**src/rtl/bclp_pkg.sv**
```systemverilog
package bclp_pkg;

    // slot age is a saturating counter
    localparam int AGE_BITS = 16;

    typedef logic [AGE_BITS-1:0] age_t;

    localparam age_t AGE_MAX = '1;

    typedef enum logic [2:0] {
        REQ_READ      = 3'd0,
        REQ_WRITE     = 3'd1,
        REQ_FIX       = 3'd2,
        REQ_UNFIX     = 3'd3,
        REQ_UNFIX_ALL = 3'd4,
        REQ_FLUSH     = 3'd5
    } req_t;

    typedef enum logic [1:0] {
        MODE_FREE  = 2'd0,
        MODE_USED  = 2'd1,
        MODE_FIXED = 2'd2
    } mode_t;

    typedef enum logic [1:0] {
        STAT_OK     = 2'd0,
        STAT_RANGE  = 2'd1,
        STAT_NOSLOT = 2'd2
    } status_t;

    // strobes from the sequencer to the slot store
    typedef struct packed {
        logic rd_en;
        logic tag_we;
        logic age_we;
        logic mode_we;
        logic unfix_all;
    } mem_ctl_t;

    // verdict of the scan compare unit for one slot
    typedef struct packed {
        logic occupied;
        logic match;
        logic older;
    } cmp_flags_t;

endpackage

```
**src/rtl/bclp_slot_store.sv**
```systemverilog
module bclp_slot_store
    import bclp_pkg::*;
#(
    parameter int SLOTS      = 16,
    parameter int INDEX_BITS = 20,
    parameter int SLOT_BITS  = 4
)
(
    input  logic                  clk,
    input  logic                  rst_n,
    input  mem_ctl_t              ctl,
    input  logic [SLOT_BITS-1:0]  rd_addr,
    input  logic [SLOT_BITS-1:0]  wr_addr,
    input  logic [INDEX_BITS-1:0] wr_tag,
    input  age_t                  wr_age,
    input  mode_t                 mode_wdata,
    output mode_t [SLOTS-1:0]     modes,
    output logic [INDEX_BITS-1:0] rd_tag,
    output age_t                  rd_age
);

    // tag and age are only meaningful while the slot is occupied
    logic [INDEX_BITS-1:0] tag_mem [SLOTS];
    age_t                  age_mem [SLOTS];
    logic [INDEX_BITS-1:0] rd_tag_reg;
    age_t                  rd_age_reg;

    mode_t [SLOTS-1:0] mode_reg;
    mode_t [SLOTS-1:0] mode_next;

    always_ff @(posedge clk)
    begin
        if (ctl.tag_we)
        begin
            tag_mem[wr_addr] <= wr_tag;
        end
        if (ctl.age_we)
        begin
            age_mem[wr_addr] <= wr_age;
        end
        if (ctl.rd_en)
        begin
            rd_tag_reg <= tag_mem[rd_addr];
            rd_age_reg <= age_mem[rd_addr];
        end
    end

    always_comb
    begin
        mode_next = mode_reg;
        if (ctl.unfix_all)
        begin
            for (int i = 0; i < SLOTS; i++)
            begin
                if (mode_reg[i] == MODE_FIXED)
                begin
                    mode_next[i] = MODE_USED;
                end
            end
        end
        else if (ctl.mode_we)
        begin
            mode_next[wr_addr] = mode_wdata;
        end
    end

    always_ff @(posedge clk or negedge rst_n)
    begin
        if (!rst_n)
        begin
            for (int i = 0; i < SLOTS; i++)
            begin
                mode_reg[i] <= MODE_FREE;
            end
        end
        else
        begin
            mode_reg <= mode_next;
        end
    end

    assign modes  = mode_reg;
    assign rd_tag = rd_tag_reg;
    assign rd_age = rd_age_reg;

endmodule

```
**src/rtl/bclp_scan_cmp.sv**
```systemverilog
module bclp_scan_cmp
    import bclp_pkg::*;
#(
    parameter int INDEX_BITS = 20
)
(
    input  mode_t                 mode,
    input  logic [INDEX_BITS-1:0] tag,
    input  logic [INDEX_BITS-1:0] key,
    input  age_t                  age,
    input  age_t                  best_age,
    input  logic                  best_found,
    output cmp_flags_t            flags,
    output age_t                  age_next
);

    always_comb
    begin
        flags.occupied = (mode != MODE_FREE);
        flags.match    = (mode != MODE_FREE) && (tag == key);
        // strictly older keeps the lowest slot on ties
        flags.older    = (mode == MODE_USED) && (!best_found || (age > best_age));
        age_next       = (age == AGE_MAX) ? age : age + 1'b1;
    end

endmodule

```
**src/rtl/block_cache_lru_pinning_unit.sv**
```systemverilog
// Slot manager of a block buffer cache. Each request item (read, write, fix, unfix,
// unfix all, flush) is taken when in_ready is high; in_ready stays low until the
// request's last result item has been loaded into the output register, so one
// request is in flight at a time, while the previous result may still wait on
// out_ready. A single scan unit walks the slot store one slot per cycle through a
// registered read port: a hit ends the lookup scan at the hit slot, a miss into a
// free slot takes one full pass, a miss that evicts takes two full passes,
// since the age scan for the victim is a second pass over the store. Unfix all and
// out-of-range or unknown requests are answered without a scan. Flush walks the
// slots up to the last occupied one and gives one result item per occupied
// slot. block_count is written through the cfg channel, which is always ready.
module block_cache_lru_pinning_unit
    import bclp_pkg::*;
#(
    parameter int SLOTS      = 16,
    parameter int INDEX_BITS = 20,
    localparam int SLOT_BITS = (SLOTS > 1) ? $clog2(SLOTS) : 1,
    localparam int CNT_BITS  = $clog2(SLOTS + 1)
)
(
    input  logic                  clk,
    input  logic                  rst_n,
    // block count register
    input  logic                  cfg_valid,
    output logic                  cfg_ready,
    input  logic [INDEX_BITS:0]   cfg_data,
    // request items
    input  logic                  in_valid,
    output logic                  in_ready,
    input  logic [2:0]            req_type,
    input  logic [INDEX_BITS-1:0] block_index,
    // result items
    output logic                  out_valid,
    input  logic                  out_ready,
    output logic [1:0]            status,
    output logic                  hit,
    output logic                  slot_valid,
    output logic [SLOT_BITS-1:0]  slot,
    output logic                  fetch,
    output logic                  writeback_valid,
    output logic [INDEX_BITS-1:0] writeback_block,
    output logic                  last
);

    localparam logic [SLOT_BITS-1:0] LAST_SLOT = SLOT_BITS'(SLOTS - 1);
    localparam logic [CNT_BITS-1:0]  SCAN_END  = CNT_BITS'(SLOTS);

    typedef enum logic [2:0] {
        S_IDLE,
        S_DECODE,
        S_LOOK,
        S_VICT,
        S_FILL,
        S_RESP,
        S_FL_RD,
        S_FL_EMIT
    } state_t;

    // circular successor of a slot number
    function automatic logic [SLOT_BITS-1:0] slot_wrap(input logic [SLOT_BITS-1:0] p);
        return (p == LAST_SLOT) ? '0 : p + 1'b1;
    endfunction

    state_t state_reg, state_next;

    // request being served
    logic [2:0]            req_reg, req_next;
    logic [INDEX_BITS-1:0] idx_reg, idx_next;
    logic [INDEX_BITS:0]   blk_count_reg, blk_count_next;
    logic [SLOT_BITS-1:0]  ptr_reg, ptr_next;

    // scan: issue counter plus one slot in evaluation behind the read port
    logic [CNT_BITS-1:0]   iss_reg, iss_next;
    logic                  ev_vld_reg, ev_vld_next;
    logic [SLOT_BITS-1:0]  ev_idx_reg, ev_idx_next;

    // first free slot after the rotate pointer, above and below it
    logic                  free_hi_vld_reg, free_hi_vld_next, free_hi_vld_c;
    logic [SLOT_BITS-1:0]  free_hi_reg, free_hi_next, free_hi_c;
    logic                  free_lo_vld_reg, free_lo_vld_next, free_lo_vld_c;
    logic [SLOT_BITS-1:0]  free_lo_reg, free_lo_next, free_lo_c;

    // oldest unfixed slot seen so far
    logic                  vic_found_reg, vic_found_next, vic_found_c;
    logic [SLOT_BITS-1:0]  vic_idx_reg, vic_idx_next, vic_idx_c;
    age_t                  vic_age_reg, vic_age_next, vic_age_c;
    logic [INDEX_BITS-1:0] vic_tag_reg, vic_tag_next, vic_tag_c;

    // pending result of a single-result request
    status_t               res_status_reg, res_status_next;
    logic                  res_hit_reg, res_hit_next;
    logic                  res_sv_reg, res_sv_next;
    logic [SLOT_BITS-1:0]  res_slot_reg, res_slot_next;
    logic                  res_fetch_reg, res_fetch_next;
    logic                  res_wbv_reg, res_wbv_next;
    logic [INDEX_BITS-1:0] res_wbb_reg, res_wbb_next;

    // output register
    logic                  out_valid_reg, out_valid_next;
    status_t               status_reg, status_next;
    logic                  hit_reg, hit_next;
    logic                  sv_reg, sv_next;
    logic [SLOT_BITS-1:0]  slot_reg, slot_next;
    logic                  fetch_reg, fetch_next;
    logic                  wbv_reg, wbv_next;
    logic [INDEX_BITS-1:0] wbb_reg, wbb_next;
    logic                  last_reg, last_next;

    // slot store and scan unit hookup
    mem_ctl_t              ctl;
    logic [SLOT_BITS-1:0]  rd_addr;
    logic [SLOT_BITS-1:0]  wr_addr;
    logic [INDEX_BITS-1:0] wr_tag;
    age_t                  wr_age;
    mode_t                 mode_wdata;
    mode_t [SLOTS-1:0]     mode_vec;
    logic [INDEX_BITS-1:0] rd_tag;
    age_t                  rd_age;
    cmp_flags_t            flags;
    age_t                  age_next;

    logic [SLOT_BITS-1:0]  iss_idx;
    logic                  iss_done;
    logic                  is_last_ev;
    logic                  req_is_unfix;
    logic                  out_free;
    logic                  occ_above;

    bclp_slot_store #(
        .SLOTS      (SLOTS),
        .INDEX_BITS (INDEX_BITS),
        .SLOT_BITS  (SLOT_BITS)
    ) u_store (
        .clk        (clk),
        .rst_n      (rst_n),
        .ctl        (ctl),
        .rd_addr    (rd_addr),
        .wr_addr    (wr_addr),
        .wr_tag     (wr_tag),
        .wr_age     (wr_age),
        .mode_wdata (mode_wdata),
        .modes      (mode_vec),
        .rd_tag     (rd_tag),
        .rd_age     (rd_age)
    );

    // the one compare/age unit shared by lookup, unfix and victim scans
    bclp_scan_cmp #(
        .INDEX_BITS (INDEX_BITS)
    ) u_cmp (
        .mode       (mode_vec[ev_idx_reg]),
        .tag        (rd_tag),
        .key        (idx_reg),
        .age        (rd_age),
        .best_age   (vic_age_reg),
        .best_found (vic_found_reg),
        .flags      (flags),
        .age_next   (age_next)
    );

    assign iss_idx      = iss_reg[SLOT_BITS-1:0];
    assign iss_done     = (iss_reg == SCAN_END);
    assign is_last_ev   = (ev_idx_reg == LAST_SLOT);
    assign req_is_unfix = (req_reg == REQ_UNFIX);
    assign out_free     = !out_valid_reg || out_ready;

    // any occupied slot beyond the one being flushed decides the last flag
    always_comb
    begin
        occ_above = 1'b0;
        for (int j = 0; j < SLOTS; j++)
        begin
            if ((mode_vec[j] != MODE_FREE) && (SLOT_BITS'(j) > iss_idx))
            begin
                occ_above = 1'b1;
            end
        end
    end

    always_comb
    begin
        state_next       = state_reg;
        req_next         = req_reg;
        idx_next         = idx_reg;
        blk_count_next   = blk_count_reg;
        ptr_next         = ptr_reg;
        iss_next         = iss_reg;
        ev_vld_next      = ev_vld_reg;
        ev_idx_next      = ev_idx_reg;
        free_hi_vld_c    = free_hi_vld_reg;
        free_hi_c        = free_hi_reg;
        free_lo_vld_c    = free_lo_vld_reg;
        free_lo_c        = free_lo_reg;
        vic_found_c      = vic_found_reg;
        vic_idx_c        = vic_idx_reg;
        vic_age_c        = vic_age_reg;
        vic_tag_c        = vic_tag_reg;
        res_status_next  = res_status_reg;
        res_hit_next     = res_hit_reg;
        res_sv_next      = res_sv_reg;
        res_slot_next    = res_slot_reg;
        res_fetch_next   = res_fetch_reg;
        res_wbv_next     = res_wbv_reg;
        res_wbb_next     = res_wbb_reg;
        out_valid_next   = out_valid_reg;
        status_next      = status_reg;
        hit_next         = hit_reg;
        sv_next          = sv_reg;
        slot_next        = slot_reg;
        fetch_next       = fetch_reg;
        wbv_next         = wbv_reg;
        wbb_next         = wbb_reg;
        last_next        = last_reg;

        ctl        = '0;
        rd_addr    = iss_idx;
        wr_addr    = ev_idx_reg;
        wr_tag     = idx_reg;
        wr_age     = age_next;
        mode_wdata = MODE_USED;

        // register write: the user must do it only while idle; the block does not enforce it
        if (cfg_valid)
        begin
            blk_count_next = cfg_data;
        end

        // output register drains independently of the sequencer
        if (out_ready)
        begin
            out_valid_next = 1'b0;
        end

        unique case (state_reg)
            S_IDLE:
            begin
                if (in_valid)
                begin
                    req_next   = req_type;
                    idx_next   = block_index;
                    state_next = S_DECODE;
                end
            end

            S_DECODE:
            begin
                res_status_next = STAT_OK;
                res_hit_next    = 1'b0;
                res_sv_next     = 1'b0;
                res_slot_next   = '0;
                res_fetch_next  = 1'b0;
                res_wbv_next    = 1'b0;
                res_wbb_next    = '0;
                unique case (req_reg) inside
                    REQ_UNFIX_ALL:
                    begin
                        ctl.unfix_all = 1'b1;
                        state_next    = S_RESP;
                    end
                    REQ_FLUSH:
                    begin
                        iss_next   = '0;
                        state_next = S_FL_RD;
                    end
                    REQ_READ, REQ_WRITE, REQ_FIX, REQ_UNFIX:
                    begin
                        if ({1'b0, idx_reg} >= blk_count_reg)
                        begin
                            res_status_next = STAT_RANGE;
                            state_next      = S_RESP;
                        end
                        else
                        begin
                            iss_next      = '0;
                            ev_vld_next   = 1'b0;
                            free_hi_vld_c = 1'b0;
                            free_lo_vld_c = 1'b0;
                            state_next    = S_LOOK;
                        end
                    end
                    default:
                    begin
                        // unknown request: a bare last item, no state change
                        state_next = S_RESP;
                    end
                endcase
            end

            S_LOOK:
            begin
                // issue the next slot read while the previous one is evaluated
                if (!iss_done)
                begin
                    ctl.rd_en   = 1'b1;
                    iss_next    = iss_reg + 1'b1;
                    ev_vld_next = 1'b1;
                    ev_idx_next = iss_idx;
                end
                else
                begin
                    ev_vld_next = 1'b0;
                end

                if (ev_vld_reg)
                begin
                    // track free slots on the way for a possible miss
                    if (mode_vec[ev_idx_reg] == MODE_FREE)
                    begin
                        if ((ev_idx_reg > ptr_reg) && !free_hi_vld_reg)
                        begin
                            free_hi_vld_c = 1'b1;
                            free_hi_c     = ev_idx_reg;
                        end
                        if ((ev_idx_reg < ptr_reg) && !free_lo_vld_reg)
                        begin
                            free_lo_vld_c = 1'b1;
                            free_lo_c     = ev_idx_reg;
                        end
                    end

                    if (flags.match)
                    begin
                        res_hit_next  = 1'b1;
                        res_sv_next   = 1'b1;
                        res_slot_next = ev_idx_reg;
                        ctl.mode_we   = req_is_unfix || (req_reg == REQ_FIX);
                        mode_wdata    = req_is_unfix ? MODE_USED : MODE_FIXED;
                        if (!req_is_unfix)
                        begin
                            // hit slot becomes youngest
                            ctl.age_we = 1'b1;
                            wr_age     = '0;
                        end
                        state_next = S_RESP;
                    end
                    else
                    begin
                        // occupied slots passed by a lookup other than unfix get older
                        if (flags.occupied && !req_is_unfix)
                        begin
                            ctl.age_we = 1'b1;
                        end
                        if (is_last_ev)
                        begin
                            res_fetch_next = (req_reg != REQ_WRITE);
                            if (req_is_unfix)
                            begin
                                res_fetch_next = 1'b0;
                                state_next     = S_RESP;
                            end
                            else if (mode_vec[ptr_reg] == MODE_FREE)
                            begin
                                // free slot at the pointer, pointer moves on
                                res_sv_next   = 1'b1;
                                res_slot_next = ptr_reg;
                                ptr_next      = slot_wrap(ptr_reg);
                                state_next    = S_FILL;
                            end
                            else if (free_hi_vld_c)
                            begin
                                res_sv_next   = 1'b1;
                                res_slot_next = free_hi_c;
                                state_next    = S_FILL;
                            end
                            else if (free_lo_vld_c)
                            begin
                                res_sv_next   = 1'b1;
                                res_slot_next = free_lo_c;
                                state_next    = S_FILL;
                            end
                            else
                            begin
                                // cache full: second pass for the oldest unfixed slot
                                iss_next    = '0;
                                ev_vld_next = 1'b0;
                                vic_found_c = 1'b0;
                                state_next  = S_VICT;
                            end
                        end
                    end
                end
            end

            S_VICT:
            begin
                if (!iss_done)
                begin
                    ctl.rd_en   = 1'b1;
                    iss_next    = iss_reg + 1'b1;
                    ev_vld_next = 1'b1;
                    ev_idx_next = iss_idx;
                end
                else
                begin
                    ev_vld_next = 1'b0;
                end

                if (ev_vld_reg)
                begin
                    if (flags.older)
                    begin
                        vic_found_c = 1'b1;
                        vic_idx_c   = ev_idx_reg;
                        vic_age_c   = rd_age;
                        vic_tag_c   = rd_tag;
                    end
                    if (is_last_ev)
                    begin
                        if (vic_found_c)
                        begin
                            // evict with writeback, pointer goes past the victim
                            res_sv_next    = 1'b1;
                            res_slot_next  = vic_idx_c;
                            res_fetch_next = (req_reg != REQ_WRITE);
                            res_wbv_next   = 1'b1;
                            res_wbb_next   = vic_tag_c;
                            ptr_next       = slot_wrap(vic_idx_c);
                            state_next     = S_FILL;
                        end
                        else
                        begin
                            // every slot fixed: bypass, write goes straight through
                            res_fetch_next = 1'b0;
                            if (req_reg == REQ_FIX)
                            begin
                                res_status_next = STAT_NOSLOT;
                            end
                            else if (req_reg == REQ_WRITE)
                            begin
                                res_wbv_next = 1'b1;
                                res_wbb_next = idx_reg;
                            end
                            state_next = S_RESP;
                        end
                    end
                end
            end

            S_FILL:
            begin
                // new entry starts at age zero
                ctl.tag_we  = 1'b1;
                ctl.age_we  = 1'b1;
                ctl.mode_we = 1'b1;
                wr_addr     = res_slot_reg;
                wr_age      = '0;
                mode_wdata  = (req_reg == REQ_FIX) ? MODE_FIXED : MODE_USED;
                state_next  = S_RESP;
            end

            S_RESP:
            begin
                if (out_free)
                begin
                    out_valid_next = 1'b1;
                    status_next    = res_status_reg;
                    hit_next       = res_hit_reg;
                    sv_next        = res_sv_reg;
                    slot_next      = res_slot_reg;
                    fetch_next     = res_fetch_reg;
                    wbv_next       = res_wbv_reg;
                    wbb_next       = res_wbb_reg;
                    last_next      = 1'b1;
                    state_next     = S_IDLE;
                end
            end

            S_FL_RD:
            begin
                if (iss_done)
                begin
                    // nothing occupied: one empty last item
                    if (out_free)
                    begin
                        out_valid_next = 1'b1;
                        status_next    = STAT_OK;
                        hit_next       = 1'b0;
                        sv_next        = 1'b0;
                        slot_next      = '0;
                        fetch_next     = 1'b0;
                        wbv_next       = 1'b0;
                        wbb_next       = '0;
                        last_next      = 1'b1;
                        state_next     = S_IDLE;
                    end
                end
                else if (mode_vec[iss_idx] != MODE_FREE)
                begin
                    ctl.rd_en  = 1'b1;
                    state_next = S_FL_EMIT;
                end
                else
                begin
                    iss_next = iss_reg + 1'b1;
                end
            end

            S_FL_EMIT:
            begin
                if (out_free)
                begin
                    out_valid_next = 1'b1;
                    status_next    = STAT_OK;
                    hit_next       = 1'b0;
                    sv_next        = 1'b1;
                    slot_next      = iss_idx;
                    fetch_next     = 1'b0;
                    wbv_next       = 1'b1;
                    wbb_next       = rd_tag;
                    last_next      = !occ_above;
                    if (occ_above)
                    begin
                        iss_next   = iss_reg + 1'b1;
                        state_next = S_FL_RD;
                    end
                    else
                    begin
                        state_next = S_IDLE;
                    end
                end
            end

            default:
            begin
                state_next = S_IDLE;
            end
        endcase

        free_hi_vld_next = free_hi_vld_c;
        free_hi_next     = free_hi_c;
        free_lo_vld_next = free_lo_vld_c;
        free_lo_next     = free_lo_c;
        vic_found_next   = vic_found_c;
        vic_idx_next     = vic_idx_c;
        vic_age_next     = vic_age_c;
        vic_tag_next     = vic_tag_c;
    end

    always_ff @(posedge clk or negedge rst_n)
    begin
        if (!rst_n)
        begin
            state_reg       <= S_IDLE;
            req_reg         <= '0;
            idx_reg         <= '0;
            blk_count_reg   <= '0;
            ptr_reg         <= '0;
            iss_reg         <= '0;
            ev_vld_reg      <= 1'b0;
            ev_idx_reg      <= '0;
            free_hi_vld_reg <= 1'b0;
            free_hi_reg     <= '0;
            free_lo_vld_reg <= 1'b0;
            free_lo_reg     <= '0;
            vic_found_reg   <= 1'b0;
            vic_idx_reg     <= '0;
            vic_age_reg     <= '0;
            vic_tag_reg     <= '0;
            res_status_reg  <= STAT_OK;
            res_hit_reg     <= 1'b0;
            res_sv_reg      <= 1'b0;
            res_slot_reg    <= '0;
            res_fetch_reg   <= 1'b0;
            res_wbv_reg     <= 1'b0;
            res_wbb_reg     <= '0;
            out_valid_reg   <= 1'b0;
            status_reg      <= STAT_OK;
            hit_reg         <= 1'b0;
            sv_reg          <= 1'b0;
            slot_reg        <= '0;
            fetch_reg       <= 1'b0;
            wbv_reg         <= 1'b0;
            wbb_reg         <= '0;
            last_reg        <= 1'b0;
        end
        else
        begin
            state_reg       <= state_next;
            req_reg         <= req_next;
            idx_reg         <= idx_next;
            blk_count_reg   <= blk_count_next;
            ptr_reg         <= ptr_next;
            iss_reg         <= iss_next;
            ev_vld_reg      <= ev_vld_next;
            ev_idx_reg      <= ev_idx_next;
            free_hi_vld_reg <= free_hi_vld_next;
            free_hi_reg     <= free_hi_next;
            free_lo_vld_reg <= free_lo_vld_next;
            free_lo_reg     <= free_lo_next;
            vic_found_reg   <= vic_found_next;
            vic_idx_reg     <= vic_idx_next;
            vic_age_reg     <= vic_age_next;
            vic_tag_reg     <= vic_tag_next;
            res_status_reg  <= res_status_next;
            res_hit_reg     <= res_hit_next;
            res_sv_reg      <= res_sv_next;
            res_slot_reg    <= res_slot_next;
            res_fetch_reg   <= res_fetch_next;
            res_wbv_reg     <= res_wbv_next;
            res_wbb_reg     <= res_wbb_next;
            out_valid_reg   <= out_valid_next;
            status_reg      <= status_next;
            hit_reg         <= hit_next;
            sv_reg          <= sv_next;
            slot_reg        <= slot_next;
            fetch_reg       <= fetch_next;
            wbv_reg         <= wbv_next;
            wbb_reg         <= wbb_next;
            last_reg        <= last_next;
        end
    end

    assign cfg_ready       = 1'b1;
    assign in_ready        = (state_reg == S_IDLE);
    assign out_valid       = out_valid_reg;
    assign status          = status_reg;
    assign hit             = hit_reg;
    assign slot_valid      = sv_reg;
    assign slot            = slot_reg;
    assign fetch           = fetch_reg;
    assign writeback_valid = wbv_reg;
    assign writeback_block = wbb_reg;
    assign last            = last_reg;

`ifndef NO_ASSERTIONS
    // one request at a time: an accepted item closes the input
    a_accept_busy: assert property (@(posedge clk) disable iff (!rst_n)
        in_valid && in_ready |=> !in_ready)
        else $error("input accepted while a request is in flight");

    // a failed fix never names a slot or asks for data movement
    a_noslot_bypass: assert property (@(posedge clk) disable iff (!rst_n)
        out_valid && (status == STAT_NOSLOT) |-> !slot_valid && !fetch && !writeback_valid)
        else $error("failed fix carries a slot or transfer");

    // a fill always names a slot and is never a hit
    a_fetch_slot: assert property (@(posedge clk) disable iff (!rst_n)
        out_valid && fetch |-> slot_valid && !hit)
        else $error("fetch without a slot or on a hit");

    // flush only reads the slot store
    a_flush_readonly: assert property (@(posedge clk) disable iff (!rst_n)
        (state_reg == S_FL_RD || state_reg == S_FL_EMIT)
            |-> !ctl.tag_we && !ctl.age_we && !ctl.mode_we && !ctl.unfix_all)
        else $error("slot store written during flush");
`endif

endmodule
```
**config.mk**
```make
export PLATFORM = sky130hd
export DESIGN_NAME = block_cache_lru_pinning_unit
export DESIGN_NICKNAME = d
export VERILOG_FILES = /design/src/rtl/bclp_pkg.sv /design/src/rtl/bclp_slot_store.sv /design/src/rtl/bclp_scan_cmp.sv /design/src/rtl/block_cache_lru_pinning_unit.sv
export SDC_FILE = /design/constraint.sdc
export NUM_CORES = 1
export LEC_CHECK = 0
export BUFFER_PORTS_ARGS = -buffer_cell sky130_fd_sc_hd__clkbuf_2
export CORE_MARGIN = 8
export CORE_UTILIZATION = 63
export DETAILED_ROUTE_END_ITERATION = 7
export PLACE_DENSITY = 0.8
export SYNTH_ARGS = -nofsm -noshare
export SYNTH_HDL_FRONTEND = slang
export SYNTH_HIERARCHICAL = 1
export SYNTH_SLANG_ARGS = --single-unit
```
**constraint.sdc**
```tcl
create_clock -name clk -period 4.2 [get_ports clk]
set_input_delay 0 -clock clk [delete_from_list [all_inputs] [get_ports clk]]
set_output_delay 0 -clock clk [all_outputs]
set_load 0.1 [all_outputs]
```
==> results of run 1 <==
==> power by group through the flow <==
stage | logic (uW) | registers [uW] | clock network, uW
2_1_floorplan | 5110 | 12600 | 0
3_3_place_gp | 8250 | 11800 | 0
3_5_place_dp | 8540 | 11900 | 0
4_1_cts | 8820 | 11800 | 6830
5_1_grt | 9530 | 11900 | 7170
6_report | 9020 | 11800 | 6840
==> synthesized netlist by cell type (4+ instances only) <==
cell	count	area share [%]
nand2_1	158	1.7
a22oi_1	75	1.6
buf_2	19	0.27
a31oi_1	36	0.64
nor2_1	118	1.3
nor3_1	13	0.18
dfrtp_1	206	15
nand3b_1	4	0.085
inv_1	60	0.64
clkbuf_1	99	1.1
edfxtp_1	612	52
a211oi_1	4	0.085
or3_1	6	0.11
nand2b_1	10	0.18
ha_1	46	1.6
xnor2_1	9	0.22
buf_1	7	0.074
and2_1	25	0.44
o31ai_1	25	0.53
a21o_1	6	0.13
a21oi_1	70	0.99
o211ai_1	4	0.085
o21ai_0	89	1.3
a311oi_1	4	0.099
buf_6	8	0.25
xor2_1	19	0.47
mux2i_1	80	2.3
nor2b_1	14	0.25
mux4_2	156	9.9
buf_4	5	0.11
nand4_1	16	0.28
and3_1	43	0.76
o22ai_1	4	0.071
and4_1	8	0.20
o311ai_0	4	0.099
nor4_1	8	0.14
nand3_1	76	1.1
mux2_2	77	2.5
==> through the flow <==
stage                     power, uW  hold WS (ns)  cell area, sq um  std cells  util (%)
after floorplan               17700        -0.296             35400       2292         -
after global placement        20100         0.160             37200       3094      66.5
after detailed placement      20400         0.177             37200       3094      66.5
after CTS                     27400       0.00952             40200       3298      71.8
after global routing          28600        0.0737             40200       3301      71.8
final                         27700        0.0523             40200       3301      71.8
==> critical path, cell delays in order (launching register included) <==
cell and delay, ns:
dfrtp_1 0.48, buf_4 0.30, mux2i_1 0.14, mux4_2 0.49
a21oi_1 0.25, or2_2 0.18, nand2_1 0.06, nor3_1 0.34
buf_4 0.25, a41o_1 0.63, nand3_1 0.28, mux2i_1 0.24
mux2i_1 0.11
==> final cells by class <==
| cell class | instances | area, sq um | share of cell area [%] |
|---|---|---|---|
| timing repair buffer | 239 | 2000 | 4.98 |
| clock buffer | 105 | 2170 | 5.39 |
| tap | 756 | 946 | 2.35 |
| antenna | 3 | 7.51 | 0.0187 |
| multi-input combinational | 1273 | 11000 | 27.4 |
| inverter | 63 | 236 | 0.588 |
| sequential | 818 | 23500 | 58.6 |
| clock inverter | 44 | 284 | 0.707 |
==> logic make-up after synthesis <==
group | after synthesis | synth area share (%)
other cells | 1 | 0.0106
fa+ha+maj | 46 | 1.63
flops | 818 | 66.6
simple gates | 517 | 7.09
buf+inv | 201 | 2.42
xor+xnor | 28 | 0.694
mux | 318 | 14.9
compound gates | 363 | 6.70
==> layer usage <==
metal / wire, microns / vias to the layer above / part of all wire [%]
met5: 12 / - / 0.012
met4: 5680 / 2 / 5.7
met3: 10500 / 402 / 10
met2: 49600 / 1772 / 50
met1: 34400 / 11550 / 34
li1: - / 9307 / -
==> path summary, 6_finish.rpt <==
| path | endpoint | slack, ns | cells past startpoint |
|---|---|---|---|
| max | u_store/modes[6]$_DFFE_PN0P_ | 0.29 | 12 |
| min | u_store/modes[18]$_DFFE_PN0P_ | 0.05 | 2 |
| max reg2reg | u_store/modes[6]$_DFFE_PN0P_ | 0.29 | 12 |
| min reg2reg | vic_idx_reg[1]$_DFFE_PN0P_ | 0.48 | 2 |
| max in group asynchronous | idx_reg[16]$_DFFE_PN0P_ | 3.06 | 3 |
| min in group clk | blk_count_reg[1]$_DFFE_PN0P_ | 0.05 | 3 |
==> timing repair <==
| item | CTS | global route |
|---|---|---|
| setup endpoints to repair | 0 | 0 |
| hold endpoints to repair | 168 | 0 |
| hold buffers | 55 | 0 |
==> flow_summary.json, run 1 <==
{
  "p_per_area_nw_per_um2": 689,
  "seq_area_frac_synth_pct": 66.6,
  "layout_common_cells": "612 x edfxtp_1, 204 x dfrtp_1, 158 x nand2_1, 156 x mux4_2, 115 x nor2_1",
  "insertion_delay_ns": 0.65,
  "critPathLaunch": "ev_idx_reg[0]$_DFFE_PN0P_",
  "syn_nets": 2387,
  "arrival_ns": 4.38,
  "clockBufferDepth": 3,
  "grt_pass1_vias": 23268,
  "antenna_found_initial": 5,
  "largest_reg_flops": 320,
  "grt.total_usage_pct": 31.3,
  "place_ws_ns": 0.402,
  "setup_tns_ns": 0,
  "top_usage_layer": "met2",
  "hold_class": "in2async",
  "final_hold_viol_count": 0,
  "dieArea_sq_um": 64000,
  "h-tree-depth": 3,
  "top_register": "u_store/tag_mem",
  "use_met3_pct": 6.31,
  "yosysWarnings": 6,
  "clock_sinks": 818,
  "wl_per_cell_microns": 30.4,
  "path_max_fanout": 17,
  "period_share_pct": 93.1,
  "start_kind": "flop",
  "use_met2_pct": 51.6,
  "period_minus_slack_ns": 3.91,
  "numCtsBuffers": 81,
  "max_freq_mhz": 256,
  "layout_commonest_cell": "edfxtp_1",
  "seqPwrFrac_pct": 42.7,
  "port_buffers": 81,
  "grtUsageMet1_pct": 39.3,
  "clk_pin_slew_ns": 0.06,
  "worstMarginPinSlew_ns": 1.34,
  "gp_routability_congestion": 0.933,
  "io_pins": 83,
  "drc": 0,
  "max-cap-violations": 0,
  "drt_pass1_iterations": 6,
  "synth_seq_cells": 818,
  "yosys.cell_types.count": 80,
  "max_slew_margin_pct": 10.4,
  "antenna_left": 0,
  "synth_area_per_cell_sq_um": 15.4,
  "tritoncts": "built",
  "combPwrFrac_pct": 32.6,
  "synth_ff_type": "edfxtp_1",
  "p_sw_share_pct": 36.6,
  "r2r-start": "ev_idx_reg[0]$_DFFE_PN0P_",
  "status": "finished, final reports clean",
  "dr.first_iter.drc_count": 3181,
  "grt_max_degree": 134,
  "internal-power_uw": 17600,
  "grt_pass1_wl_microns": 148000,
  "grt_overflow": 0,
  "postCtsSetupBuffers": 0,
  "cts_resized": 0,
  "vias": 23033,
  "power.leakage_uw": 0.0145,
  "final_nets": 2571,
  "synthCells": 2292,
  "place_hpwl_microns": 54400,
  "criticalPathCategory": "reg2reg",
  "worst_slack_ns": 0.292,
  "rsz0062_at_grt": "no",
  "syn-cell-area_sq_um": 35400,
  "switching_power_uw": 10100,
  "fillers": 3287,
  "async_flop_share_pct": 25.2,
  "coreArea_sq_um": 56000,
  "dieWidth_microns": 253,
  "clockPowerShare_pct": 24.7,
  "setup_viol": 0,
  "drt-total-wl_microns": 100000,
  "syn_to_final_growth_pct": 13.7,
  "start_util_pct": 63.2,
  "synth_edf_count": 612,
  "die_y_microns": 253,
  "peakVddDrop_uv": 540,
  "fp-row-count": 87,
  "end_kind": "flop",
  "finalClockSkew_ns": 0.0470,
  "drv_slew": 0,
  "cp.required_ns": 4.68,
  "clockRootBuffer": "clkbuf_16",
  "drive_gt1_share_pct": 21.8,
  "via_per_inst": 6.98
}
(Power assumes the default switching activity.)
==> run 2, diff against run 1 <==
Settings changed: CORE_ASPECT_RATIO set to 1.5.
==> run 2 against run 1 <==
The flow now finishes with violations (hold timing). Worst hold slack got worse by 0.073 ns. Largest cell class unchanged. Critical path type unchanged. Highest routed layer is now met4. Flip-flop and latch count is the same. Sequential share of layout area is 0.81 points higher.
==> flow_summary.json, run 2 (synthesized netlist as in run 1, its figures left out) <==
{
  "status": "finished, violations left",
  "violations": "hold timing",
  "layout_commonest_cell": "edfxtp_1",
  "final_area_sq_um": 39700,
  "arrival_ns": 4.19,
  "end_kind": "flop",
  "critical_path.top_delay_family": "simple AND/OR/NAND/NOR gates",
  "crit_top_cell": "buf_4",
  "grt_pass1_wl_microns": 144000,
  "coreArea_sq_um": 55600,
  "criticalPathCategory": "reg2reg",
  "clk_pin_slew_ns": 0.07,
  "placed_area_sq_um": 36800,
  "h-tree-depth": 3,
  "postCtsSetupBuffers": 0,
  "dieArea_sq_um": 64100,
  "cp.required_ns": 4.48,
  "clockBufferDepth": 3,
  "antenna_left": 0,
  "max-cap-violations": 0,
  "rrSetupSlack_ns": 0.30,
  "grt.total_usage_pct": 30.2,
  "holdWs_ns": -0.0206,
  "finalClockSkew_ns": 0.0271,
  "drive_gt1_share_pct": 21.6,
  "r2r-end": "u_store/age_mem[3][2]$_DFFE_PP_",
  "period_minus_slack_ns": 3.90,
  "antenna_found_initial": 0,
  "numCtsBuffers": 72,
  "antennaDiodeCount": 0,
  "grt_overflow": 0,
  "grt_pass1_vias": 23029,
  "path_max_fanout": 20,
  "path_cells": "xor2_1, nor4_1, nand4_1, nor3_1, o21ai_0, o21bai_1, buf_4, and3_1, buf_4",
  "dieWidth_microns": 209,
  "rsz0062_at_grt": "no",
  "tritoncts": "built",
  "clockRootBuffer": "clkbuf_16",
  "final_cells": 3207,
  "start_kind": "flop",
  "drv_slew": 0,
  "grt_max_degree": 149,
  "final_hold_viol_count": 7,
  "r2r-start": "idx_reg[11]$_DFFE_PN0P_",
  "final_core_util_pct": 71.4,
  "fp-row-count": 106,
  "worstMarginPinSlew_ns": 1.29,
  "place_ws_ns": 0.280,
  "max_freq_mhz": 256,
  "die_y_microns": 306,
  "final_nets": 2543,
  "largest_reg_flops": 320,
  "wl_per_cell_microns": 30.0,
  "cpMaxStageDelayCell": "dfrtp_1",
  "max_slew_margin_pct": 14.2,
  "setup_viol": 0,
  "fillers": 3248,
  "worst_slack_ns": 0.295,
  "critPathMaxStageDelay_ns": 0.91,
  "start_util_pct": 63.6,
  "drt_pass1_iterations": 6,
  "hold_class": "in2async",
  "period_share_pct": 93.0,
  "p_per_area_nw_per_um2": 688,
  "critPathLaunch": "idx_reg[11]$_DFFE_PN0P_",
  "top_register": "u_store/tag_mem",
  "syn_to_final_growth_pct": 12.1,
  "dr.first_iter.drc_count": 2606,
  "io_pins": 83,
  "power.leakage_uw": 0.0144,
  "dp.cells": 3025,
  "vias": 22399,
  "clock_sinks": 818,
  "place_hpwl_microns": 54500,
  "drc": 0,
  "peakVddDrop_uv": 676,
  "port_buffers": 81,
  "r2r_cells": 9,
  "insertion_delay_ns": 0.63,
  "crit_buf_inv": 2,
  "gp_routability_congestion": 1.00,
  "via_per_inst": 6.98,
  "drt-total-wl_microns": 96300,
  "layout_common_cells": "612 x edfxtp_1, 203 x dfrtp_1, 158 x nand2_1, 156 x mux4_2, 115 x nor2_1",
  "setup_tns_ns": 0
}
[run 2: changes by cell type in the layout (fill, tap and decap cells not counted), moves of 3 or more]
cell           delta
clkinv_2          +4
diode_2           -3
clkbuf_16         -9
clkinv_8          -3
bufinv_16         +4
clkinv_1         -15
inv_16            +3
buf_12           -15
dlygate4sd3_1     -4
[run 2: how the worst max path moves through the flow]
stage / endpoint / cells after the start / slack [ns]
finish: u_store/age_mem[3][2]$_DFFE_PP_ / 9 / 0.30
global route: state_reg[2]$_DFFE_PN0P_ / 11 / 0.10
CTS: state_reg[2]$_DFFE_PN0P_ / 9 / 0.25
detailed placement: u_store/modes[3]$_DFFE_PN0P_ / 11 / 0.28
global placement: ptr_reg[2]$_DFFE_PN0P_ / 11 / 0.43
floorplan: idx_reg[10]$_DFFE_PN0P_ / 6 / 0.12
[run 2: per-layer routing]
layer  vias to the layer above  track usage (%)  share of wire [%]
met5                         -                0                  0
met4                         0             17.9                6.4
met3                       358             4.96                8.1
met2                      1513             52.9                 52
met1                     11316             34.6                 33
li1                       9212                -                  -
[run 2: metrics by stage]
step | total power (uW) | hold WS [ns]
after floorplan | 17700 | -0.296
after global placement | 20000 | 0.0592
after detailed placement | 20400 | 0.0787
after CTS | 27100 | 0.00254
after global routing | 28300 | 0.0652
final | 27300 | -0.0206
[run 2: worst register-to-register path: cells and delay by family (launching register included)]
kind | cells | cell delay [ns]
AND/OR/NAND/NOR | 4 | 1.44
flip-flops | 1 | 0.91
buffers and inverters | 2 | 0.61
AO/OA/AOI/OAI | 2 | 0.40
XOR/XNOR | 1 | 0.21
[run 2: final cells by class]
| class | count | area, sq um | area share [%] |
|---|---|---|---|
| sequential | 818 | 23500 | 59.4 |
| multi-input combinational | 1273 | 11000 | 27.8 |
| clock buffer | 95 | 1950 | 4.92 |
| timing repair buffer | 220 | 1660 | 4.19 |
| tap | 702 | 878 | 2.22 |
| clock inverter | 36 | 373 | 0.940 |
| inverter | 63 | 236 | 0.596 |
[run 2: where the power goes]
group	switching (uW)	leakage [uW]	internal, uW
clock network	3010	0.00114	3640
logic	5650	0.00502	3010
registers	1270	0.00819	10700
[run 2: what timing repair did]
action                                  4_1_cts  5_1_grt
resized for setup                             0        2
hold buffers                                 51        0
endpoints found under the setup margin        0       30
endpoints found under the hold margin       138        0
